### src/hw/rtl/gfsd_pkg.sv
// ----------------------------------------------------------------------------
// gfsd_pkg
// Shared types, constants and helper functions of the grayscale
// Floyd-Steinberg dither unit.
// ----------------------------------------------------------------------------
package gfsd_pkg;

   // configuration
   localparam int                 MAX_WIDTH_DEFAULT    = 2048;
   localparam int                 IMAGE_WIDTH_W        = 12;
   localparam logic [11:0]        IMAGE_WIDTH_RESET    = 12'd640;
   localparam int                 CSR_ADDR_W           = 3;
   localparam int                 CSR_DATA_W           = 32;
   localparam logic [2:0]         CSR_ADDR_IMAGE_WIDTH = 3'd0;

   // stream payloads
   localparam int                 RGB_W      = 24;
   localparam int                 GRAY_W     = 8;
   localparam int                 RSP_DATA_W = 16;

   // luma weights in 256ths
   localparam logic [15:0]        WEIGHT_RED   = 16'd77;
   localparam logic [15:0]        WEIGHT_GREEN = 16'd151;
   localparam logic [15:0]        WEIGHT_BLUE  = 16'd28;

   // quantiser
   localparam logic signed [9:0]  THRESHOLD   = 10'sd127;
   localparam logic signed [9:0]  LEVEL_WHITE = 10'sd255;
   localparam logic signed [10:0] CORR_MIN    = -11'sd256;
   localparam logic signed [10:0] CORR_MAX    = 11'sd511;

   // error storage in sixteenths
   localparam int                 ERR_W       = 13;
   localparam logic signed [13:0] ERR_SUM_MIN = -14'sd4096;
   localparam logic signed [13:0] ERR_SUM_MAX = 14'sd4095;

   typedef logic signed [ERR_W-1:0] err_type;

   // control of the pixel held in the input stage
   typedef struct packed {
      logic              valid;
      logic              first_row;
      logic              col_zero;
      logic              last_col;
      logic [GRAY_W-1:0] gray;
   } pix_ctl_type;

   // write request into the line buffer
   typedef struct packed {
      logic    en;
      err_type data;
   } lb_wr_type;

   // (77r + 151g + 28b) >> 8
   function automatic logic [GRAY_W-1:0] rgb_to_gray(input logic [RGB_W-1:0] rgb);
      logic [15:0] sum;
      sum = WEIGHT_RED * 16'(rgb[23:16]) + WEIGHT_GREEN * 16'(rgb[15:8])
          + WEIGHT_BLUE * 16'(rgb[7:0]);
      return sum[15:8];
   endfunction

   // saturate a grown error sum to the stored range
   function automatic err_type clamp_err(input logic signed [13:0] v);
      err_type r;
      if (v < ERR_SUM_MIN) begin
         r = err_type'(ERR_SUM_MIN[12:0]);
      end else if (v > ERR_SUM_MAX) begin
         r = err_type'(ERR_SUM_MAX[12:0]);
      end else begin
         r = err_type'(v[12:0]);
      end
      return r;
   endfunction

endpackage

### src/hw/rtl/gfsd_diffuse.sv
// ----------------------------------------------------------------------------
// gfsd_diffuse
// Error correction, threshold and error spreading for the staged pixel,
// with the neighbour carries, the line buffer writes and the result register.
// ----------------------------------------------------------------------------
module gfsd_diffuse #(
   parameter int MAX_WIDTH = gfsd_pkg::MAX_WIDTH_DEFAULT,
   localparam int AW = $clog2(MAX_WIDTH)
) (
   input  logic                               clock,
   input  logic                               reset,
   input  gfsd_pkg::pix_ctl_type              stg_ctl,
   input  logic [AW-1:0]                      stg_col,
   input  gfsd_pkg::err_type                  rd_data,
   output logic                               fire,
   output gfsd_pkg::lb_wr_type                wr,
   output logic [AW-1:0]                      wr_addr,
   output logic                               rsp_tvalid,
   input  logic                               rsp_tready,
   output logic [gfsd_pkg::RSP_DATA_W-1:0]    rsp_tdata
);

   gfsd_pkg::err_type       above, right_use, bl_use, b_use;
   logic signed [13:0]      acc;
   logic signed [9:0]       acc_q;
   logic signed [10:0]      corr_raw;
   logic signed [9:0]       corr;
   logic                    white;
   logic signed [9:0]       err;
   gfsd_pkg::err_type       err3, err5, err7;
   gfsd_pkg::err_type       bl_sum, b_sum;
   logic                    main_we;
   logic [AW-1:0]           main_addr;
   gfsd_pkg::err_type       main_data;
   logic                    dw_new;

   gfsd_pkg::err_type       right_ff, pend_bl_ff, pend_b_ff;
   logic                    dw_valid_ff, dw_valid_in;
   logic [AW-1:0]           dw_addr_ff;
   gfsd_pkg::err_type       dw_data_ff;
   logic                    out_valid_ff, out_valid_in;
   logic                    out_white_ff;
   logic [gfsd_pkg::GRAY_W-1:0] out_gray_ff;

   assign fire = stg_ctl.valid && (!out_valid_ff || rsp_tready);

   // corrected level and quantisation
   always_comb begin
      above     = stg_ctl.first_row ? '0 : rd_data;
      right_use = stg_ctl.col_zero ? '0 : right_ff;
      bl_use    = stg_ctl.col_zero ? '0 : pend_bl_ff;
      b_use     = stg_ctl.col_zero ? '0 : pend_b_ff;
      acc       = 14'(above) + 14'(right_use);
      acc_q     = 10'(acc >>> 4);
      corr_raw  = $signed({3'b000, stg_ctl.gray}) + 11'(acc_q);
      if (corr_raw < gfsd_pkg::CORR_MIN) begin
         corr = 10'(gfsd_pkg::CORR_MIN);
      end else if (corr_raw > gfsd_pkg::CORR_MAX) begin
         corr = 10'(gfsd_pkg::CORR_MAX);
      end else begin
         corr = 10'(corr_raw);
      end
      white = corr > gfsd_pkg::THRESHOLD;
      err   = white ? corr - gfsd_pkg::LEVEL_WHITE : corr;
   end

   // shares in sixteenths
   always_comb begin
      err3   = gfsd_pkg::err_type'(13'(err) * 13'sd3);
      err5   = gfsd_pkg::err_type'(13'(err) * 13'sd5);
      err7   = gfsd_pkg::err_type'(13'(err) * 13'sd7);
      bl_sum = gfsd_pkg::clamp_err(14'(bl_use) + 14'(err3));
      b_sum  = gfsd_pkg::clamp_err(14'(b_use) + 14'(err5));
   end

   // below-left goes out at once; below of a last column is held in the deferred
   // write register unless it is also the first column
   always_comb begin
      main_we   = fire && (!stg_ctl.col_zero || stg_ctl.last_col);
      main_addr = stg_ctl.col_zero ? '0 : stg_col - AW'(1);
      main_data = stg_ctl.col_zero ? b_sum : bl_sum;
      dw_new    = fire && stg_ctl.last_col && !stg_ctl.col_zero;
      wr.en     = main_we || dw_valid_ff;
      wr.data   = main_we ? main_data : dw_data_ff;
      wr_addr   = main_we ? main_addr : dw_addr_ff;
   end

   always_comb begin
      dw_valid_in = dw_valid_ff;
      if (dw_new) begin
         dw_valid_in = 1'b1;
      end else if (!main_we) begin
         dw_valid_in = 1'b0;
      end
   end

   always_comb begin
      out_valid_in = out_valid_ff;
      if (fire) begin
         out_valid_in = 1'b1;
      end else if (rsp_tready) begin
         out_valid_in = 1'b0;
      end
   end

   always_ff @(posedge clock) begin
      if (reset) begin
         dw_valid_ff  <= 1'b0;
         out_valid_ff <= 1'b0;
      end else begin
         dw_valid_ff  <= dw_valid_in;
         out_valid_ff <= out_valid_in;
      end
   end

   // neighbour carries, deferred write and result payload
   always_ff @(posedge clock) begin
      if (fire && !stg_ctl.last_col) begin
         pend_bl_ff <= b_sum;
         pend_b_ff  <= gfsd_pkg::err_type'(err);
         right_ff   <= err7;
      end
      if (dw_new) begin
         dw_addr_ff <= stg_col;
         dw_data_ff <= b_sum;
      end
      if (fire) begin
         out_white_ff <= white;
         out_gray_ff  <= stg_ctl.gray;
      end
   end

   assign rsp_tvalid = out_valid_ff;
   assign rsp_tdata  = {7'b0000000, out_gray_ff, out_white_ff};

   // the deferred write never meets a second write in its cycle
   a_dw_no_clash: assert property (@(posedge clock) disable iff (reset)
      dw_valid_ff |-> !main_we)
      else $error("deferred line write clashes with a pixel write");

   // a first-column pixel writes the line only when it also ends the row
   a_col0_write: assert property (@(posedge clock) disable iff (reset)
      (main_we && stg_ctl.col_zero) |-> stg_ctl.last_col)
      else $error("first column wrote the line buffer mid row");

   // a processed pixel always lands in the result register
   a_fire_result: assert property (@(posedge clock) disable iff (reset)
      fire |=> out_valid_ff)
      else $error("processed pixel lost before the result register");

endmodule

### config.mk
export PLATFORM = sky130hd
export DESIGN_NAME = gfsd_diffuse
export DESIGN_NICKNAME = d
export VERILOG_FILES = /design/src/hw/rtl/gfsd_pkg.sv /design/src/hw/rtl/gfsd_diffuse.sv
export SDC_FILE = /design/constraint.sdc
export NUM_CORES = 1
export LEC_CHECK = 0
export BUFFER_PORTS_ARGS = -buffer_cell sky130_fd_sc_hd__buf_2
export CAP_MARGIN = 20
export CORE_MARGIN = 2
export CORE_UTILIZATION = 45
export CTS_CLUSTER_DIAMETER = 150
export DETAILED_ROUTE_END_ITERATION = 16
export PLACE_DENSITY_LB_ADDON = 0.25
export SLEW_MARGIN = 5
export SYNTH_ARGS = -nofsm -noshare
export SYNTH_HDL_FRONTEND = slang
export SYNTH_SLANG_ARGS = --single-unit
export TNS_END_PERCENT = 30
### constraint.sdc
create_clock -name clock -period 32.4 [get_ports clock]
set_input_delay 3.24 -clock clock [delete_from_list [all_inputs] [get_ports clock]]
set_output_delay 3.24 -clock clock [all_outputs]
set_load 0.03 [all_outputs]
==> results.py <==
metrics = {
    "yosys": {
        "synth_warnings": 0,
        "synth-async-reset-ratio": 0,
        "netlist_instances": 803,
        "synthTopCellsByArea": "edfxtp_1 28%, ha_1 15%, fa_1 5.5%",
        "synthFlopType": "edfxtp_1",
        "seq_area_frac_synth": 0.2839,
        "ys_ff_latch": 70,
        "synth.distinct_cells": 77,
        "synth-edff-count": 68,
        "synth_area_leader_cell": "edfxtp_1",
        "netlist_area_um2": 7333,
        "synth_area_per_cell_um2": 9.132,
        "yosys.area.top_type_share": 0.2785,
    },
    "place": {
        "io_buffer_count": 74,
        "gp_congestion": 0.8865,
        "dpl.hpwl_um": 13130,
    },
    "hold_path": {
        "min_from": "dw_valid_ff",
        "whs_path_depth": 2,
        "min_to": "dw_valid_ff",
        "hold_class": "flip-flop to flip-flop",
    },
    "route": {
        "drt_iter0_drc": 372,
        "drt_wl_total_um": 17140,
        "firstDrtPassIters": 5,
        "vias": 5979,
        "drc": 0,
        "detail_route.wl_per_cell_um": 15.71,
        "antenna_left": 0,
        "vias_per_cell": 5.480,
    },
    "clock_tree": {
        "cts.sinks": 70,
        "cts_resized": 0,
        "cts_hold_buf": 0,
        "cts_tree": "yes",
        "root_buffer": "clkbuf_16",
        "cts_buffers": 9,
        "postCtsSetupRepairBufs": 0,
        "cts.path.max_buffers": 2,
        "clk_pin_slew_ps": 70,
        "clk_latency_ps": 350,
        "cts_max_level": 3,
    },
    "grt": {
        "track_usage": 0.2030,
        "grt_overflow": 0,
        "antenna_found_initial": 0,
        "grt_pass1_vias": 5815,
        "grt_pass1_wl_um": 28430,
        "grt_start_max_net_pins": 46,
    },
    "cells_and_area": {
        "area_delta_synth_final_pct": 12.01,
        "final_cell_mix": "88 x ha_1, 74 x buf_2, 71 x a21oi_1",
        "diodes": 0,
        "nets": 1017,
        "drive_gt1_frac": 0.1371,
        "layout_commonest_cell": "ha_1",
        "fillers": 1535,
    },
    "worst_setup_path": {
        "arrival_ps": 13240,
        "endpoint_kind": "primary output",
        "slowest_stage": "o32ai_2",
        "cp_max_fo": 45,
        "critical_path_class": "input pin to primary output",
        "worstReg2RegStart": "right_ff[2]",
        "r2r_end": "dw_data_ff[2]",
        "startpoint_type": "input pin",
        "required_ps": 29160,
        "worst-r2r-cell-count": 39,
        "max_stage_delay_ps": 830,
        "r2r_setup_slack_ps": 22610,
    },
    "die": {
        "die_h_um": 131.7,
        "placementRows": 46,
        "start_util": 0.4616,
        "dieWidth_um": 131.7,
        "ioPinCount": 82,
        "die_area_um2": 17330,
        "design.core.area_um2": 15890,
    },
    "timing": {
        "tightest_slew_ps": 1010,
        "fmax_mhz": 60.68,
        "fin_skew_ps": 13.55,
        "drv_slew": 0,
        "rsz0062_at_grt": "no",
        "fin_crit_ps": 16480,
        "fin_setup_tns_ps": 0,
        "setup_viol": 0,
        "min_period_over_period": 0.5086,
        "max_slew_margin": 0.3265,
        "hold_viol": 0,
    },
    "run": {
        "maxCapViolCount": 0,
    },
    "status": {
        "status": "finished, final reports clean",
    },
}
synthesized netlist by cell type, drive strengths merged (2+ instances only):
cell    count
a211o       2
a211oi      8
a21boi      2
a21o       17
a21oi      72
a22oi       3
a31o        2
a31oi       8
a41oi       2
and2        8
and3        4
buf        13
clkbuf     17
dfxtp       2
edfxtp     68
fa         20
ha         88
inv        58
mux2        2
mux2i       4
nand2      45
nand2b     15
nand3       8
nand3b      4
nand4      10
nand4b      3
nor2       47
nor2b      55
nor3       14
nor3b       8
nor4        4
o211a       2
o211ai      5
o21a       10
o21ai      55
o21bai     10
o22ai       5
o31ai       5
or2         8
or3         7
or4         2
xnor2      46
xor2       18
cell families after synthesis:
group | share of synthesized area
XOR/XNOR | 0.07900
adder cells (fa/ha/maj) | 0.2047
other | 0.0005114
flip-flops | 0.2839
multiplexers | 0.008531
AND/OR/NAND/NOR | 0.1827
AO/OA/AOI/OAI | 0.1890
buffers and inverters | 0.05153
stage by stage:
stage | hold WS [ps] | cell area, µm² | std cells | util | setup slack [ps]
4_1_cts | 489.7 | 8194 | 1090 | 0.5158 | 16010
3_3_place_gp | 472.7 | 7881 | 1073 | 0.4961 | 16380
2_1_floorplan | 449.9 | 7356 | 809 | - | 17450
3_5_place_dp | 474.7 | 7896 | 1074 | 0.4971 | 16090
6_report | 487.8 | 8214 | 1091 | 0.5171 | 15920
5_1_grt | 512.2 | 8214 | 1091 | 0.5171 | 14780
registers in the layout, indices dropped and copies added (netlist names):
name	count
rsp_tvalid	1
pend_bl_ff	13
dw_data_ff	13
out_white_ff	1
pend_b_ff	9
dw_addr_ff	11
dw_valid_ff	1
right_ff	13
out_gray_ff	8
cell type report:
class / count / area [µm²] / area share
Clock buffer: 9 / 225.2 / 0.02742
Timing Repair Buffer: 80 / 435.4 / 0.05301
Inverter: 58 / 217.7 / 0.02650
Multi-Input combinational cell: 651 / 4911 / 0.5979
Tap cell: 216 / 270.3 / 0.03290
Sequential cell: 70 / 2082 / 0.2535
Clock inverter: 7 / 72.57 / 0.008835
worst max-delay path: cells and delay by family:
kind            cells  cell delay, ps
simple gates        9            1770
buf+inv             5            1050
compound gates     22            4980
xor+xnor            2             240
fa+ha+maj           6            1920
worst max path at each step:
stage,slack (ps),depth (start not counted),end,from
5_1_grt,14780,44,wr[2],stg_ctl[9]
6_report,15920,44,wr[2],stg_ctl[9]
3_3_place_gp,16380,44,wr[11],stg_ctl[9]
3_5_place_dp,16090,43,wr[10],stg_ctl[9]
2_1_floorplan,17450,39,wr[0],stg_ctl[9]
4_1_cts,16010,44,wr[2],stg_ctl[9]
per-layer routing:
layer | wire length (µm) | up-vias | track usage | share of wire
met5 | 0 | - | 0 | 0
met3 | 845 | 19 | 0.03472 | 0.049
met1 | 8008 | 2800 | 0.2753 | 0.47
li1 | - | 3016 | - | -
met4 | 253 | 0 | 0.06341 | 0.015
met2 | 8030 | 144 | 0.3307 | 0.47
Power is not shown: default switching activity piles up to over one toggle a cycle in this logic, so the estimate is an artifact.
