<file path="config.mk">
export PLATFORM = sky130hd
export DESIGN_NAME = gfsd_front
export DESIGN_NICKNAME = d
export VERILOG_FILES = /design/src/hw/rtl/gfsd_pkg.sv /design/src/hw/rtl/gfsd_front.sv
export SDC_FILE = /design/constraint.sdc
export NUM_CORES = 1
export LEC_CHECK = 0
export BUFFER_PORTS_ARGS = -buffer_cell sky130_fd_sc_hd__buf_2
export CELL_PAD_IN_SITES_DETAIL_PLACEMENT = 1
export CELL_PAD_IN_SITES_GLOBAL_PLACEMENT = 1
export CORE_MARGIN = 4
export CORE_UTILIZATION = 25
export CTS_BUF_LIST = sky130_fd_sc_hd__clkbuf_8
export CTS_CLUSTER_DIAMETER = 200
export DETAILED_ROUTE_END_ITERATION = 6
export PLACE_DENSITY_LB_ADDON = 0.1
export SLEW_MARGIN = 20
export SYNTH_ARGS = -nofsm -noshare
export SYNTH_HDL_FRONTEND = slang
export SYNTH_SLANG_ARGS = --single-unit
</file>
<file path="constraint.sdc">
create_clock -name clock -period 6.6 [get_ports clock]
set_input_delay 1.98 -clock clock [delete_from_list [all_inputs] [get_ports clock]]
set_output_delay 1.98 -clock clock [all_outputs]
set_load 0.01 [all_outputs]
</file>
<file path="src/hw/rtl/gfsd_pkg.sv">
// ----------------------------------------------------------------------------
// gfsd_pkg
// Shared types, constants and helper functions of the grayscale
// Floyd-Steinberg dither unit.
// ----------------------------------------------------------------------------
package gfsd_pkg;

   // configuration
   localparam int                 MAX_WIDTH_DEFAULT    = 2048;
   localparam int                 IMAGE_WIDTH_W        = 12;
   localparam logic [11:0]        IMAGE_WIDTH_RESET    = 12'd640;
   localparam int                 CSR_ADDR_W           = 3;
   localparam int                 CSR_DATA_W           = 32;
   localparam logic [2:0]         CSR_ADDR_IMAGE_WIDTH = 3'd0;

   // stream payloads
   localparam int                 RGB_W      = 24;
   localparam int                 GRAY_W     = 8;
   localparam int                 RSP_DATA_W = 16;

   // luma weights in 256ths
   localparam logic [15:0]        WEIGHT_RED   = 16'd77;
   localparam logic [15:0]        WEIGHT_GREEN = 16'd151;
   localparam logic [15:0]        WEIGHT_BLUE  = 16'd28;

   // quantiser
   localparam logic signed [9:0]  THRESHOLD   = 10'sd127;
   localparam logic signed [9:0]  LEVEL_WHITE = 10'sd255;
   localparam logic signed [10:0] CORR_MIN    = -11'sd256;
   localparam logic signed [10:0] CORR_MAX    = 11'sd511;

   // error storage in sixteenths
   localparam int                 ERR_W       = 13;
   localparam logic signed [13:0] ERR_SUM_MIN = -14'sd4096;
   localparam logic signed [13:0] ERR_SUM_MAX = 14'sd4095;

   typedef logic signed [ERR_W-1:0] err_type;

   // control of the pixel held in the input stage
   typedef struct packed {
      logic              valid;
      logic              first_row;
      logic              col_zero;
      logic              last_col;
      logic [GRAY_W-1:0] gray;
   } pix_ctl_type;

   // write request into the line buffer
   typedef struct packed {
      logic    en;
      err_type data;
   } lb_wr_type;

   // (77r + 151g + 28b) >> 8
   function automatic logic [GRAY_W-1:0] rgb_to_gray(input logic [RGB_W-1:0] rgb);
      logic [15:0] sum;
      sum = WEIGHT_RED * 16'(rgb[23:16]) + WEIGHT_GREEN * 16'(rgb[15:8])
          + WEIGHT_BLUE * 16'(rgb[7:0]);
      return sum[15:8];
   endfunction

   // saturate a grown error sum to the stored range
   function automatic err_type clamp_err(input logic signed [13:0] v);
      err_type r;
      if (v < ERR_SUM_MIN) begin
         r = err_type'(ERR_SUM_MIN[12:0]);
      end else if (v > ERR_SUM_MAX) begin
         r = err_type'(ERR_SUM_MAX[12:0]);
      end else begin
         r = err_type'(v[12:0]);
      end
      return r;
   endfunction

endpackage

</file>
<file path="src/hw/rtl/gfsd_front.sv">
// ----------------------------------------------------------------------------
// gfsd_front
// Input stage: takes pixels, tracks column and first row, forms the gray
// level and starts the line buffer read for the pixel's column.
// ----------------------------------------------------------------------------
module gfsd_front #(
   parameter int MAX_WIDTH = gfsd_pkg::MAX_WIDTH_DEFAULT,
   localparam int AW = $clog2(MAX_WIDTH),
   localparam int WW = $clog2(MAX_WIDTH + 1)
) (
   input  logic                           clock,
   input  logic                           reset,
   input  logic                           req_tvalid,
   output logic                           req_tready,
   input  logic [gfsd_pkg::RGB_W-1:0]     req_tdata,
   input  logic                           req_tuser,
   input  logic [WW-1:0]                  width_use,
   input  logic                           fire,
   output gfsd_pkg::pix_ctl_type          stg_ctl,
   output logic [AW-1:0]                  stg_col,
   output logic                           rd_en,
   output logic [AW-1:0]                  rd_addr
);

   logic                  accept;
   logic [AW-1:0]         col_ff, col_in;
   logic                  first_ff, first_in;
   gfsd_pkg::pix_ctl_type stg_ff, stg_in;
   logic [AW-1:0]         stg_col_ff;
   logic [AW-1:0]         col_cur;
   logic                  first_cur;
   logic                  last_cur;

   assign req_tready = !stg_ff.valid || fire;
   assign accept     = req_tvalid && req_tready;

   // column of the arriving pixel: frame start, then overrun of a lowered width
   always_comb begin
      col_cur   = req_tuser ? '0 : col_ff;
      first_cur = req_tuser ? 1'b1 : first_ff;
      if (!req_tuser && WW'(col_ff) >= width_use) begin
         col_cur   = '0;
         first_cur = 1'b0;
      end
      last_cur = (WW'(col_cur) + WW'(1)) >= width_use;
   end

   // position for the next pixel
   always_comb begin
      col_in   = col_ff;
      first_in = first_ff;
      if (accept) begin
         col_in   = last_cur ? '0 : col_cur + AW'(1);
         first_in = last_cur ? 1'b0 : first_cur;
      end
   end

   // stage register contents
   always_comb begin
      stg_in = stg_ff;
      if (accept) begin
         stg_in.valid     = 1'b1;
         stg_in.first_row = first_cur;
         stg_in.col_zero  = (col_cur == '0);
         stg_in.last_col  = last_cur;
         stg_in.gray      = gfsd_pkg::rgb_to_gray(req_tdata);
      end else if (fire) begin
         stg_in.valid = 1'b0;
      end
   end

   always_ff @(posedge clock) begin
      if (reset) begin
         col_ff       <= '0;
         first_ff     <= 1'b1;
         stg_ff.valid <= 1'b0;
      end else begin
         col_ff       <= col_in;
         first_ff     <= first_in;
         stg_ff.valid <= stg_in.valid;
      end
      // stage payload
      stg_ff.first_row <= stg_in.first_row;
      stg_ff.col_zero  <= stg_in.col_zero;
      stg_ff.last_col  <= stg_in.last_col;
      stg_ff.gray      <= stg_in.gray;
      if (accept) begin
         stg_col_ff <= col_cur;
      end
   end

   assign stg_ctl = stg_ff;
   assign stg_col = stg_col_ff;
   assign rd_en   = accept;
   assign rd_addr = col_cur;

endmodule

</file>
==> flow_summary_export.csv, run 1 <==
group,metric,value,unit
setup_path,endpoint_kind,"flop",
placement,gp_congestion,0.776,
sta,drv_slew,0,
setup_path,slowest_stage,"fa_1",
global_route,grt_overflow,0,
route,via_per_inst,4.39,
setup_path,critPathArrivalTime,6.42,ns
synthesis,async_reset_ff_share,0,%
pwr,power_frac_seq,13.1,%
sta,setup_violations,0,
setup_path,reg2reg_to,"col_ff[5]",
cts,root_buffer,"clkbuf_8",
cts,clk_path_buf_depth,2,
placement,portBuffers,76,
setup_path,reg2reg_slack,1.64,ns
floorplan,die_w,153,µm
pwr,swShare,44.8,%
synthesis,synth-simple-area-share,11.9,%
cts,cts_tree,"built",
synthesis,syn_inst,548,
sta,skew,0.00843,ns
route,drt.antenna.violating_nets,0,
setup_path,crit_start,"req_tdata[15]",
setup_path,crit_type,"primary input to flop",
global_route,grt_max_degree,27,
setup_path,crit_buf_inv,5,
sta,fmax,157,MHz
sta,min_period,6.38,ns
global_route,grt_pass1_vias,4468,
cts,insertion_delay,0.29,ns
placement,post-place-ws,-0.459,ns
sta,timing_worst_slew_pin_value,0.592,ns
cts,cts_max_level,2,
route,dr.pass1.iters,4,
setup_path,cp_common_cell,"fa_1",
sta,max_slew_margin,60.5,%
global_route,antenna_found_initial,0,
floorplan,rows,52,
pwr,p_switching,1.29,mW
synthesis,synth_fp_nets,749,
route,vias,4062,
hold_path,min_path_type,"flop to flop",
synthesis,ys_types,56,
setup_path,r2r-start,"col_ff[9]",
floorplan,die_height,153,µm
global_route,grt_pass1_wl,23100,µm
sta,hold_ws,0.468,ns
route,totalWireLength,14000,µm
synthesis,synth_compound_area_share,8.21,%
setup_path,crit_path_max_fanout,3,
setup_path,path_cells,"buf_2, fa_1, inv_2, fa_1, inv_2, fa_1, inv_2, fa_1, inv_1, fa_1, fa_1, ha_4, a21oi_4, a21oi_2, a21oi_2, nand3_2, a221oi_2, xnor2_1",
pwr,p_per_area,452,mW/mm²
synthesis,synth_top_family_by_area,"adder cells",
floorplan,die_area,0.0235,mm²
synthesis,synthTopCellsByCount,"inv_1, ha_1, fa_1, nand2_1, edfxtp_1",
synthesis,yosysSeqAreaShare,17.5,%
synthesis,synth_area,0.00527,mm²
setup_path,slowest_delay,0.55,ns
synthesis,yosysMostFrequentCell,"inv_1",
floorplan,start_util,25.7,%
finish,antenna_cells,0,
pwr,leakage,3.26,nW
setup_path,crit_family,"adder cells",
synthesis,yosys.area.top_type_share,23.5,%
finish,nNetsFinal,855,
pwr,pwr-share-clk,5.4,%
synthesis,avgSynthCellArea,9.62,µm²
synthesis,synth_edf_count,22,
route,drt_iter0_drc,113,
floorplan,core,0.0205,mm²
sta,hold_viol_final,0,
flow_run,cap_viol_max_count,0,
sta,min_period_over_period,96.6,%
synthesis,synth_fa_ha_area_share,46.8,%
synthesis,synthXorXnorAreaFrac,3.65,%
setup_path,required,6.64,ns
pwr,internal_power,1.59,mW
pwr,vdd_drop_max,324,µV
synthesis,synth-seq-cells,35,
synthesis,yosysWarnings,0,
cts,cts_made_buffers,5,
setup_path,critPathLaunchType,"primary input",
cts,cts_sinks,35,
setup_path,reg2reg_depth,20,
finish,layout-drive-gt1-share,23.1,%
synthesis,synth_area_leaders,"fa_1, ha_1, edfxtp_1",
setup_path,critical_path_depth,18,
sta,finalSetupTns,0,ns
cts,cts.clk_slew.worst_paths,0.08,ns
finish,syn2layout_area_growth,20.8,%
setup_path,endpoint,"stg_ctl[7]",
status,status,"complete, no violations",
pwr,p_comb_share,81.5,%
route,drc_errors,0,
sta,setup_slack,0.223,ns
global_route,grt_usage,12.1,%
route,wl_per_cell,15.1,µm
synthesis,yosys_most_used_dff,"edfxtp_1",
synthesis,synth_mux_area_share,0,%
synthesis,synth_top_area_cell,"fa_1",
floorplan,io_pins,77,
placement,dpl.hpwl,12000,µm
==> worst min-delay path by stage <==
stage,from,to,cells after the start
detailed placement,first_ff,first_ff,1
global placement,first_ff,first_ff,1
CTS,first_ff,first_ff,1
floorplan,first_ff,first_ff,1
global route,first_ff,first_ff,1
finish,first_ff,first_ff,1
==> timing repair <==
item | CTS | global route
endpoints found under the setup margin | 4 | 6
buffers inserted | 0 | 3
gates resized for setup | 2 | 23
pin swaps | 1 | 33
hold buffers | 0 | 0
==> kinds of logic after synthesis <==
family          count (synthesis)
simple gates                  116
xor+xnor                       22
compound gates                 65
fa+ha+maj                     160
flops                          35
buf+inv                       150
==> flip-flops by register name (all words and copies together) (netlist names) <==
name and cells:
stg_col 11, first_ff 1, stg_ctl 12, col_ff 11
==> layer usage <==
layer  vias to the layer above  wire length (µm)  track usage (%)
met5                         -                 0                0
met4                         0                42             1.27
met3                         2               263             1.44
met2                        44              6800             20.7
met1                      2014              6880             17.0
li1                       2002                 -                -
==> cell type report <==
cell class	instances	area, µm²
sequential	35	921
inverter	138	518
multi-input combinational	363	3870
clock buffer	5	68.8
fill	2428	14100
clock inverter	3	16.3
tap	270	338
timing repair buffer	111	643
==> power groups by stage <==
stage | clock (mW) | combinational, mW | sequential, mW
5_1_grt | 0.175 | 2.74 | 0.381
3_5_place_dp | 0 | 1.99 | 0.380
2_1_floorplan | 0 | 1.34 | 0.391
3_3_place_gp | 0 | 1.95 | 0.385
4_1_cts | 0.164 | 2.03 | 0.379
6_report | 0.156 | 2.35 | 0.377
==> through the flow <==
step	power [mW]	util [%]	cells	instance area, µm²
2_1_floorplan	1.74	-	548	5280
3_3_place_gp	2.33	29.9	914	6130
3_5_place_dp	2.37	29.9	914	6130
4_1_cts	2.57	30.4	922	6220
5_1_grt	3.30	31.1	925	6370
6_report	2.88	31.1	925	6370
==> placed cells by master, fill, tap and decap left out, drive strengths merged, types with 2 or more instances in the layout <==
| cell type | count |
|---|---|
| a211oi | 4 |
| a31oi | 6 |
| nor3 | 11 |
| a21boi | 2 |
| fa | 62 |
| buf | 111 |
| o21a | 4 |
| nand3b | 2 |
| ha | 98 |
| clkbuf | 5 |
| xor2 | 9 |
| nor3b | 2 |
| nand4 | 7 |
| inv | 139 |
| nand2b | 4 |
| a21o | 6 |
| nand3 | 15 |
| o21ai | 8 |
| and3 | 10 |
| and2 | 2 |
| a211o | 2 |
| nor4 | 5 |
| nor2 | 21 |
| o21bai | 2 |
| dfxtp | 13 |
| nor2b | 5 |
| o211ai | 4 |
| nand2 | 26 |
| edfxtp | 22 |
| a21oi | 20 |
| xnor2 | 13 |
Note: power is estimated with default switching activity, not from simulation.
==> run 2, diff against run 1 <==
- REMOVE_ABC_BUFFERS: unset -> 1
==> run 2 against run 1 <==
Global-route usage is 0.56 points higher. Clock skew rose by 0.0032 ns. Die area is the same. Sequential power hardly changed. Utilization grew 0.52 points. Worst hold slack better by 0.017 ns. Combinational power rose by 9.4%. Count of clock-buffer cells in the layout is the same. Via count rose by 1.8%. Sequential share of layout area down 0.24 points. Fmax down 0.81%. Clock power rose by 3%. Largest power group unchanged.
==> flow_summary_export.csv, run 2 (synthesis results as in run 1) <==
group,metric,value,unit
pwr,vdd_drop_max,377,µV
setup_path,critPathArrivalTime,6.48,ns
cts,postCtsHoldBufs,0,
floorplan,die_area,0.0235,mm²
cts,insertion_delay,0.30,ns
sta,timing_worst_slew_pin_value,0.786,ns
global_route,grt_pass1_vias,4629,
floorplan,die_height,153,µm
flow_run,cap_viol_max_count,0,
sta,hold_viol_final,0,
cts,cts_sinks,35,
floorplan,die_w,153,µm
sta,min_period,6.43,ns
global_route,antenna_found_initial,0,
hold_path,min_path_type,"flop to flop",
finish,layout-drive-gt1-share,25.2,%
finish,final_common_cell,"inv_1",
finish,seqCellArea,921,µm²
sta,max_slew_margin,47.5,%
finish,largest_reg_flops,12,
finish,postLayoutCoreUtil,31.6,%
global_route,grt_max_degree,27,
floorplan,core,0.0205,mm²
setup_path,required,6.65,ns
finish,fillers,2399,
finish,layout_common_cells,"inv_1, ha_1, buf_2",
placement,dpl.hpwl,12200,µm
cts,cts_tree,"built",
finish,multi_input_area,0.00391,mm²
route,dr.pass1.iters,4,
route,totalWireLength,14400,µm
setup_path,crit_path_max_fanout,3,
sta,min_period_over_period,97.4,%
global_route,grt_usage,12.6,%
pwr,p_total,3.11,mW
setup_path,endpoint_kind,"flop",
setup_path,critPathLaunchType,"primary input",
sta,drv_slew,0,
setup_path,slowest_stage,"fa_1",
sta,fmax,156,MHz
placement,gp_congestion,0.755,
floorplan,start_util,25.7,%
cts,cts.clk_slew.worst_paths,0.08,ns
sta,setup_violations,0,
placement,portBuffers,76,
global_route,grt_overflow,0,
sta,skew,0.0117,ns
route,drt_iter0_drc,79,
cts,root_buffer,"clkbuf_8",
cts,cts_max_level,2,
floorplan,rows,52,
finish,syn2layout_area_growth,22.9,%
pwr,leakage,3.31,nW
cts,clk_path_buf_depth,2,
finish,antenna_cells,0,
setup_path,path_cells,"buf_6, fa_1, inv_1, fa_1, inv_2, fa_1, inv_1, fa_1, inv_1, fa_1, fa_1, ha_4, a21oi_4, a21oi_2, a21oi_2, nand3_2, a221oi_2, xnor2_1",
pwr,p_per_area,481,mW/mm²
setup_path,slowest_delay,0.60,ns
route,wl_per_cell,15.5,µm
route,vias,4134,
finish,nNetsFinal,862,
floorplan,io_pins,77,
route,drc_errors,0,
route,via_per_inst,4.44,
setup_path,cp_common_cell,"fa_1",
status,status,"complete, no violations",
setup_path,crit_type,"primary input to flop",
cts,cts_made_buffers,5,
route,drt.antenna.violating_nets,0,
global_route,grt_pass1_wl,24200,µm
sta,finalSetupTns,0,ns
[run 2: cell count changes in the layout (fill, tap and decap cells not counted), sizes merged]
| cell | change |
|---|---|
| buf | +7 |
[run 2: layout make-up]
| cell class | instances | share of cell area, % |
|---|---|---|
| Clock inverter | 3 | 0.251 |
| Sequential cell | 35 | 14.2 |
| Inverter | 138 | 8.00 |
| Multi-Input combinational cell | 363 | 60.4 |
| Clock buffer | 5 | 1.06 |
| Tap cell | 270 | 5.22 |
| Timing Repair Buffer | 118 | 10.9 |
[run 2: critical path, delay by kind of cell]
kind	cells	cell delay (ns)
adder cells (fa/ha/maj)	7	3.26
AO/OA/AOI/OAI	4	0.67
buffers and inverters	5	0.29
XOR/XNOR	1	0.12
AND/OR/NAND/NOR	1	0.16
[run 2: metrics by stage]
step,instances,setup WS [ns],hold WS [ns],instance area (µm²)
2_1_floorplan,536,-0.0713,0.435,5160
3_5_place_dp,921,-0.606,0.456,6170
4_1_cts,929,0.00428,0.486,6290
5_1_grt,932,-0.0258,0.519,6480
3_3_place_gp,921,-0.515,0.446,6170
6_report,932,0.171,0.484,6480
[run 2: what timing repair did]
action / 4_1_cts / 5_1_grt
setup endpoints to repair: 5 / 6
gates resized for setup: 5 / 35
setup buffers: 0 / 3
pin swaps: 5 / 36
[run 2: worst paths after layout]
kind,from,to,slack [ns],cells after the start
setup reg to reg,col_ff[6],col_ff[5],1.77,20
hold / removal,first_ff,first_ff,0.48,1
setup / recovery,req_tdata[15],stg_ctl[7],0.17,18
hold reg to reg,first_ff,first_ff,0.48,1
[run 2: per-layer routing]
layer / part of all wire, % / global-route usage (%)
met1: 49 / 17.7
met2: 48 / 21.6
met5: 0 / 0
met3: 2.2 / 1.78
met4: 0.49 / 1.27
[run 2: where the power goes]
part	total (mW)	internal [mW]	switching, mW
sequential	0.378	0.361	0.0168
clock	0.161	0.0724	0.0882
combinational	2.57	1.30	1.27
